File: src/nv3_pkg.sv
// Package with the shared constants of the vector normalizer.
`timescale 1ns / 1ps
`default_nettype none
package nv3_pkg;
	localparam int COORD_BITS_DEF = 32;
	localparam int Q_BITS = 32;
	localparam int LANES = 3;
endpackage
`default_nettype wire

File: src/nv3_sqrt_cell.sv
// One cell of the square root chain, producing one bit of the root per cycle.
`timescale 1ns / 1ps
`default_nettype none
module nv3_sqrt_cell import nv3_pkg::*; #(
	parameter int CB = COORD_BITS_DEF,
	parameter int PW = 1
) (
	input  wire logic              clk,
	input  wire logic              arst_n,
	input  wire logic              vld_in,
	input  wire logic [2*CB-1:0]   rad_in,
	input  wire logic [CB+1:0]     rem_in,
	input  wire logic [CB-1:0]     root_in,
	input  wire logic [PW-1:0]     pl_in,
	output logic                   vld_q,
	output logic      [2*CB-1:0]   rad_q,
	output logic      [CB+1:0]     rem_q,
	output logic      [CB-1:0]     root_q,
	output logic      [PW-1:0]     pl_q
);
	logic [CB+3:0] cur;
	logic [CB+3:0] sub;
	logic [CB+3:0] trial;
	logic          ok;

	always_comb begin
		cur   = {rem_in, rad_in[2*CB-1 -: 2]};
		sub   = {2'b00, root_in, 2'b01};
		trial = cur - sub;
		ok    = (cur >= sub);
	end

	always_ff @(posedge clk or negedge arst_n) begin
		if (!arst_n) begin
			vld_q <= 1'b0;
		end else begin
			vld_q <= vld_in;
		end
	end

	always_ff @(posedge clk) begin
		rad_q  <= {rad_in[2*CB-3:0], 2'b00};
		rem_q  <= ok ? trial[CB+1:0] : cur[CB+1:0];
		root_q <= {root_in[CB-2:0], ok};
		pl_q   <= pl_in;
	end
endmodule
`default_nettype wire

File: config.mk
export PLATFORM = sky130hd
export DESIGN_NAME = nv3_sqrt_cell
export DESIGN_NICKNAME = d
export VERILOG_FILES = /design/src/nv3_pkg.sv /design/src/nv3_sqrt_cell.sv
export SDC_FILE = /design/constraint.sdc
export NUM_CORES = 1
export LEC_CHECK = 0
export CORE_AREA = 2 2 103 105
export CTS_BUF_LIST = sky130_fd_sc_hd__clkbuf_4 sky130_fd_sc_hd__clkbuf_8
export DETAILED_ROUTE_END_ITERATION = 8
export DIE_AREA = 0 0 105 107
export DONT_BUFFER_PORTS = 1
export GPL_TIMING_DRIVEN = 1
export PLACE_DENSITY_LB_ADDON = 0.15
export SYNTH_ARGS = -nofsm -noshare
export SYNTH_HDL_FRONTEND = slang
export SYNTH_SLANG_ARGS = --single-unit
File: constraint.sdc
create_clock -name clk -period 0.8 [get_ports clk]
set_clock_uncertainty 0.15 [all_clocks]
set_input_delay 0.16 -clock clk [delete_from_list [all_inputs] [get_ports clk]]
set_output_delay 0.16 -clock clk [all_outputs]
set_load 0.01 [all_outputs]
==> metrics.md <==
| Metric | Value |
|---|---|
| Outcome | finished with violations |
| Failing checks | negative hold slack, negative setup slack |
| CP endpoint kind | register |
| Antenna diode count | 0 |
| Row Count | 37 |
| Clock sink count | 130 |
| Global route overflow | 0 |
| Vias in the first global route | 5214 |
| Clock Path Buffers | 2 |
| Final setup violation count | 165 |
| Req. time, crit path | between 0.9 and 1 ns |
| Die area | 11240 um2 |
| Final WS setup | -1.220 ns |
| Pre-CTS setup slack | -1.698 ns |
| Vias post-DR | 5028 |
| Initial antenna violation count | 0 |
| Post-DR vias/cell | 5.519 |
| Synth area leaders | dfxtp_1 (51%), ha_1 (8.4%), nand2_1 (4.3%) |
| Synth unique cells | 63 |
| # IOs | approximately 270 |
| Final period util | 252.5% |
| Area occupied by multi-input gates | 2786 um2 |
| #FFs+latches synth | 130 |
| Synth Flop Type | dfxtp_1 |
| Fmax | ~500 MHz |
| Total wire length | 19870 um |
| Hold Slack | -0.3207 ns |
| Detailed Routing Iterations Pass 1 | 4 |
| RSZ-0062 raised after global routing | true |
| Worst vdd ir | 0.001244 V |
| Warnings from Yosys | 0 |
| Sequential cell area | 2783 um2 |
| HP Class | input port to register |
| Buffers on Ports | 0 |
| Post-synth top area cell | dfxtp_1 |
| Crit path kind | input port to register |
| Initial Utilization | between 50% and 60% |
| Final Net Count | 930 |
| Share of cells above drive strength 1 | between 50% and 60% |
| Drt drc | 0 |
| LEAKAGE | between 3 and 4 nW |
| Routability cong. | 0.8837 |
| EDFF count, synth | 0 |
| Setup TNS | -78.82 ns |
| Final Max Slew Viols | 0 |
| Crit path max fanout | 4 |
| Detail Route Antenna Nets | 0 |
| Layout fillers | 507 |
| Worst setup SP type | input port |
| First-pass GRT wire length | approximately 28000 um |
| Asr flop ratio synth | less than 1% |
| Initial drt markers | 243 |
| Hpwl dp | 10710 um |
| H-tree Lvls | 4 |
| Pin count of the biggest net entering global routing | 17 |
| Max-cap violations | 0 |
| Final hold violation count | 7 |
| Cell Area, Placed | 6228 um2 |
| Sequential area share after synthesis | 51.34% |
| Pwr Density | 2050 nW/um2 |
| Wire per inst | 21.81 um |
| Root Buffer | clkbuf_8 |
| Fin crit period | 2.020 ns |
| Mapped Avg Cell Area | between 9 and 10 um2 |
| Post-synthesis cell count | just over 500 |
| Area Growth Syn to Fin | 70.61% |
| Die width | between 100 and 150 um |
| CTS tree | yes |
| Clock-pin slew on the worst setup and hold paths | 0.09 ns |
| Cell area after synthesis | 5079 um2 |
| CTS Buf Count | 17 |
| Total Routing Usage GR | between 30% and 40% |
| Die H | 107 um |
| Synth top area share | 50.85% |
| Final Instance Area | about 8700 um2 |
| CP arrival | 2.20 ns |
| Core Footprint | 10090 um2 |
layout by cell type, fill, tap and decap left out, types with 13 or more instances in the layout:
cell	instances
dlygate4sd3_1	126
dfxtp_2	122
buf_4	104
nand2_1	41
inv_1	31
o21ai_1	23
ha_4	20
a21o_1	19
a21oi_1	17
clkbuf_8	17
xnor2_1	14
nor2_1	13
ha_1	13
buf_6	13
registers in the layout, summed over array words and instances, names as in the netlist:
signal  cells
pl_q        1
rad_q      62
vld_q       1
root_q     32
rem_q      34
stage by stage:
stage / utilization, % / hold slack (ns) / instances / power (mW)
after global placement: 61.72 / -0.2856 / 732 / 10.73
after floorplan: - / -0.2856 / 510 / 9.713
after global routing: 85.85 / -0.3299 / 911 / 18.36
final: 85.85 / -0.3207 / 911 / 17.76
after detailed placement: 61.72 / -0.2855 / 732 / 10.79
after CTS: 82.87 / -0.4387 / 898 / 17.13
path summary, 6_finish.rpt:
| check | start | end | slack (ns) | cells after the start |
|---|---|---|---|---|
| max in group asynchronous | arst_n | vld_q | 0.08 | 2 |
| min in group asynchronous | arst_n | vld_q | 0.32 | 2 |
| min | rad_in[62] | rem_q[0] | -0.32 | 1 |
| max | rem_in[9] | rem_q[27] | -1.22 | 9 |
cell usage after synthesis, drive strengths merged (6+ instances only):
cell,count
xnor2,14
nor3,10
clkbuf,7
a21o,20
buf,9
nor2,18
a21oi,28
nand3,6
xor2,13
o21ai,46
ha,34
inv,42
nand4,7
nand2,58
dfxtp,129
cell type report:
type / count / area share (%)
inverter: 43 / 2.440
timing repair buffer: 249 / 26.90
clock buffer: 18 / 2.787
multi-input combinational: 321 / 32.16
sequential: 130 / 32.12
tap: 136 / 1.964
clock inverter: 14 / 1.632
kinds of logic after synthesis:
family                   share of synthesized area, %
AO/OA/AOI/OAI                                   18.35
flip-flops                                      51.34
AND/OR/NAND/NOR                                 11.04
buffers and inverters                           5.075
adder cells (fa/ha/maj)                         8.376
XOR/XNOR                                        4.656
multiplexers                                    1.084
other                                         0.07384
per-layer routing:
metal | wire length [um] | up-vias | track usage, % | share of wire, %
met5 | 0 | - | 0 | 0
met4 | 779 | 0 | 16.48 | 3.9
met3 | 1268 | 62 | 9.726 | 6.4
met2 | 10770 | 255 | 59.09 | 54
met1 | 7052 | 2454 | 31.89 | 35
li1 | - | 2257 | - | -
power by group:
group	switching, mW	internal, mW
clock network	3.03	2.58
registers	0.669	7.26
logic	1.91	2.30
worst max-delay path: stages:
cell      delay, ns
ha_4           0.24
a21o_1         0.17
a31o_1         0.23
a211oi_4       0.33
o211ai_2       0.17
a21bo_2        0.28
mux2i_1        0.20
o221ai_1       0.14
mux2_4         0.27
timing repair:
action                                  CTS  global route
buffers inserted                         14             6
endpoints found under the hold margin   131            16
hold buffers                            117             9
cloned                                    3             0
resized for setup                       189            45
pin swaps                                37            28
endpoints found under the setup margin  165           165
Power figures use the tool's default switching activity.
