--- src/nv3_pkg.sv ---
// Package with the shared constants of the vector normalizer.
`timescale 1ns / 1ps
`default_nettype none
package nv3_pkg;
	localparam int COORD_BITS_DEF = 32;
	localparam int Q_BITS = 32;
	localparam int LANES = 3;
endpackage
`default_nettype wire

--- src/nv3_div_cell.sv ---
// One cell of the division chain, producing one quotient bit of each lane per cycle.
`timescale 1ns / 1ps
`default_nettype none
module nv3_div_cell import nv3_pkg::*; #(
	parameter int CB = COORD_BITS_DEF,
	parameter int PW = 1
) (
	input  wire logic                           clk,
	input  wire logic                           arst_n,
	input  wire logic                           vld_in,
	input  wire logic [LANES-1:0][CB-1:0]       r_in,
	input  wire logic [LANES-1:0][Q_BITS-1:0]   q_in,
	input  wire logic [LANES-1:0][1:0]          nb_in,
	input  wire logic [CB-1:0]                  len_in,
	input  wire logic [PW-1:0]                  pl_in,
	output logic                                vld_q,
	output logic      [LANES-1:0][CB-1:0]       r_q,
	output logic      [LANES-1:0][Q_BITS-1:0]   q_q,
	output logic      [LANES-1:0][1:0]          nb_q,
	output logic      [CB-1:0]                  len_q,
	output logic      [PW-1:0]                  pl_q
);
	logic [LANES-1:0][CB:0]       rx;
	logic [LANES-1:0][CB:0]       diff;
	logic [LANES-1:0]             ge;
	logic [LANES-1:0][CB-1:0]     r_nx;
	logic [LANES-1:0][Q_BITS-1:0] q_nx;
	logic [LANES-1:0][1:0]        nb_nx;

	always_comb begin
		for (int i = 0; i < LANES; i++) begin
			rx[i]    = {r_in[i], nb_in[i][1]};
			diff[i]  = rx[i] - {1'b0, len_in};
			ge[i]    = (rx[i] >= {1'b0, len_in});
			r_nx[i]  = ge[i] ? diff[i][CB-1:0] : rx[i][CB-1:0];
			q_nx[i]  = {q_in[i][Q_BITS-2:0], ge[i]};
			nb_nx[i] = {nb_in[i][0], 1'b0};
		end
	end

	always_ff @(posedge clk or negedge arst_n) begin
		if (!arst_n) begin
			vld_q <= 1'b0;
		end else begin
			vld_q <= vld_in;
		end
	end

	always_ff @(posedge clk) begin
		r_q   <= r_nx;
		q_q   <= q_nx;
		nb_q  <= nb_nx;
		len_q <= len_in;
		pl_q  <= pl_in;
	end
endmodule
`default_nettype wire

--- config.mk ---
export PLATFORM = sky130hd
export DESIGN_NAME = nv3_div_cell
export DESIGN_NICKNAME = d
export VERILOG_FILES = /design/src/nv3_pkg.sv /design/src/nv3_div_cell.sv
export SDC_FILE = /design/constraint.sdc
export NUM_CORES = 1
export LEC_CHECK = 0
export BUFFER_PORTS_ARGS = -buffer_cell sky130_fd_sc_hd__buf_2
export CORE_MARGIN = 10
export CORE_UTILIZATION = 30
export CTS_CLUSTER_DIAMETER = 80
export DETAILED_ROUTE_END_ITERATION = 16
export SYNTH_ARGS = -nofsm -noshare
export SYNTH_HDL_FRONTEND = slang
export SYNTH_SLANG_ARGS = --single-unit
--- constraint.sdc ---
create_clock -name clk -period 0.8 [get_ports clk]
set_clock_uncertainty 0.15 [all_clocks]
set_input_delay 0.12 -clock clk [delete_from_list [all_inputs] [get_ports clk]]
set_output_delay 0.12 -clock clk [all_outputs]
set_load 0.1 [all_outputs]
==> key figures <==
GRT
  • Initial antenna violation count: 9
  • GRT Util Overall: about 26%
  • Largest net degree at the start of global routing: 24
  • Grt ovf: 0
  • First-pass GRT wire length: a little under 90000 um
  • Vias in the first global route: approximately 14000

Synthesis
  • Number of synthesized flops with an enable pin: 0
  • Sequential cell area fraction in the yosys report: a little over two fifths
  • Area fraction of the dominant cell type after synthesis: between 40% and 50%
  • Commonest cells post-synth: dfxtp_1, nand2_1, a21oi_1
  • Top cell type by total area after synthesis: dfxtp_1
  • Count leader, synth: dfxtp_1
  • Synth Instances: ~1200
  • Yosys warns: 0
  • Library cells used by synthesis: 76
  • Asr flop ratio synth: less than 1%
  • Seq cells post-synth: ~230
  • Synth Area per Inst: a little over 9 um2
  • Most used DFF post-synth: dfxtp_1
  • Synth area leaders: dfxtp_1, ha_1, a21oi_1, nand2_1, o21ai_0
  • Mapped cell area: between 0.01 and 0.015 mm2

Setup path
  • Crit path required time: roughly 1.1 ns
  • Crit path kind: in -> reg
  • Critical path arrival: between 2 and 3 ns
  • Worst Setup End Kind: register
  • Worst setup SP type: input port
  • Crit Path Max Fanout: 5
  • Worst Setup SP: len_in[6]

Placed design
  • Area after DPL: between 0.02 and 0.025 mm2
  • Final GP Congestion: approximately 0.97
  • IO buf count: around 460
  • Inst Count DP: roughly 2400
  • Dpl ws: -2.09 ns
  • Post-DP HPWL: approximately 44000 um

Pwr
  • Max VDD drop: about 0.0023 V
  • Power Density: between 2000 and 2500 mW/mm2
  • Leakage: roughly 12 nW

Clock tree
  • CTS H-tree depth: 1
  • Largest buffer count on any clock path: 3
  • Clock tree sinks: about 230
  • Num CTS Buffers: 28
  • Clk root buf: clkbuf_16
  • CTS tree: built
  • Worst-path clk slew: approximately 0.06 ns

STA
  • Fmax: ~0.44 GHz
  • Worst-Margin Slew: around 0.56 ns
  • Final hold viol count: 19
  • Setup violations, final: around 330
  • Max-Slew Margin vs Limit: just over 60%
  • Final worst slack: -1.46 ns
  • Fin. max-slew vios: 0
  • Hold Slack: -0.462 ns
  • Final min period: between 2 and 2.5 ns
  • Unrepaired setup endpoints after global routing: true
  • Final Cycle Share: 283%
  • Final setup TNS: -260.20 ns

Layout
  • Area delta synth->final: 142%
  • Final Core Density: between 70% and 80%
  • Layout cells sized above 1: between 60% and 70%
  • Final cell count without fillers: ~2800
  • Post-route design area: 0.0264 mm2
  • Final nets: ~2600

Routing
  • Drt wl/cell: around 22 um
  • Routed wire length: roughly 60000 um
  • Final ANT Viol Nets: 0
  • DRT Pass-1 Iters: 5
  • DRC viols: 0
  • Vias/cell: 4.94
  • Vias: roughly 14000
  • DR iter-0 viols: approximately 690

Floorplan
  • I/O pins: approximately 470
  • Row count: 69
  • Core Box Area: between 0.03 and 0.04 mm2
  • Initial core utilization: 30.6%
  • Vert. Die Dim: between 200 and 250 um
  • Die width: around 210 um
  • Die area: between 0.04 and 0.05 mm2

Hold path
  • Hold Path Origin: len_in[0]
  • Hold Path Class: in -> reg
  • Min-Delay Endpoint: len_q[0]$_DFF_P_
  • WHS Path Cells: 1

Run
  • Maxcap violations: 0

Status
  • Violated checks: negative hold slack, negative setup slack
  • Status: finished, violations left
-- worst max-delay path, stage by stage --
cell and delay (ns):
buf_8 0.08, clkinvlp_4 0.12, buf_12 0.16, ha_4 0.20, a21o_1 0.19, a221o_1 0.34, a41o_1 0.27, a31oi_4 0.27
o21ai_4 0.10, a21oi_4 0.21, buf_6 0.17, mux2_4 0.30
-- flip-flops by register name, indices dropped and copies added, names as in the netlist --
signal,flops
nb_q,3
q_q,96
r_q,96
len_q,32
pl_q,1
vld_q,1
-- final cells by class --
type | count | area, um2
Clock inverter | 15 | 119
Multi-Input combinational cell | 865 | 7600
Antenna cell | 7 | 17.5
Inverter | 61 | 310
Clock buffer | 34 | 744
Sequential cell | 229 | 5450
Tap cell | 461 | 577
Timing Repair Buffer | 1080 | 11600
Fill cell | 2202 | 9300
-- layer usage --
metal  GRT usage (%)  share of wire (%)  vias to the layer above
li1                -                  -                     6409
met4            11.0                5.0                        4
met1            26.6                 36                     6496
met3            5.80                6.0                      151
met5               0              0.042                        -
met2            48.7                 53                      523
-- per-stage QoR --
stage,power (W),hold WS (ns)
5_1_grt,0.0591,-0.485
4_1_cts,0.0559,-0.490
6_report,0.0571,-0.462
3_3_place_gp,0.0410,-0.253
2_1_floorplan,0.0299,-0.326
3_5_place_dp,0.0412,-0.253
-- cells in the final DEF, fill, tap and decap left out, types with 12 or more instances in the layout --
master / n
a21o_1: 35
a21oi_1: 66
a21oi_2: 34
buf_12: 251
buf_2: 218
buf_4: 343
buf_6: 26
buf_8: 18
clkbuf_16: 31
dfxtp_4: 227
dlygate4sd3_1: 216
ha_1: 61
ha_4: 32
inv_1: 36
mux2_4: 14
nand2_1: 70
nand2_2: 25
nand2_4: 32
nand3_1: 23
nand4_1: 20
nor2_1: 45
nor2_2: 12
o211ai_1: 12
o21a_1: 13
o21ai_0: 29
o21ai_1: 24
o21ai_2: 46
o21bai_1: 15
xnor2_1: 46
xor2_1: 28
-- power by group --
part | total, W | switching (W) | internal [W]
logic | 0.0305 | 0.0180 | 0.0126
clock network | 0.0121 | 0.00519 | 0.00694
registers | 0.0144 | 0.00125 | 0.0132
total | 0.0571 | 0.0244 | 0.0327
-- how the worst max path moves through the flow --
| stage | endpoint | slack [ns] | cells past startpoint |
|---|---|---|---|
| after floorplan | r_q[90]$_DFF_P_ | -1.72 | 12 |
| after global placement | r_q[92]$_DFF_P_ | -2.04 | 13 |
| after detailed placement | r_q[90]$_DFF_P_ | -2.09 | 13 |
| after CTS | r_q[92]$_DFF_P_ | -1.36 | 13 |
| after global routing | r_q[90]$_DFF_P_ | -1.52 | 13 |
| final | r_q[48]$_DFF_P_ | -1.46 | 12 |
-- cell families (layout without fill, tap and decap cells) --
| family | after synthesis | count (layout) | share of synthesized area (%) |
|---|---|---|---|
| other | 1 | 10 | 0.0343 |
| multiplexers | 15 | 15 | 1.53 |
| buffers and inverters | 109 | 1190 | 4.40 |
| adder cells (fa/ha/maj) | 99 | 99 | 11.5 |
| XOR/XNOR | 81 | 81 | 6.48 |
| flip-flops | 229 | 229 | 41.9 |
| AO/OA/AOI/OAI | 364 | 364 | 21.5 |
| AND/OR/NAND/NOR | 303 | 303 | 12.6 |
-- repair_timing --
action	4_1_cts	5_1_grt
setup endpoints to repair	328	328
endpoints found under the hold margin	228	32
pin swaps	60	53
hold buffers	199	17
buffers inserted	36	23
gates resized for setup	227	185
gates cloned	12	3
Power figures use the tool's default switching activity.
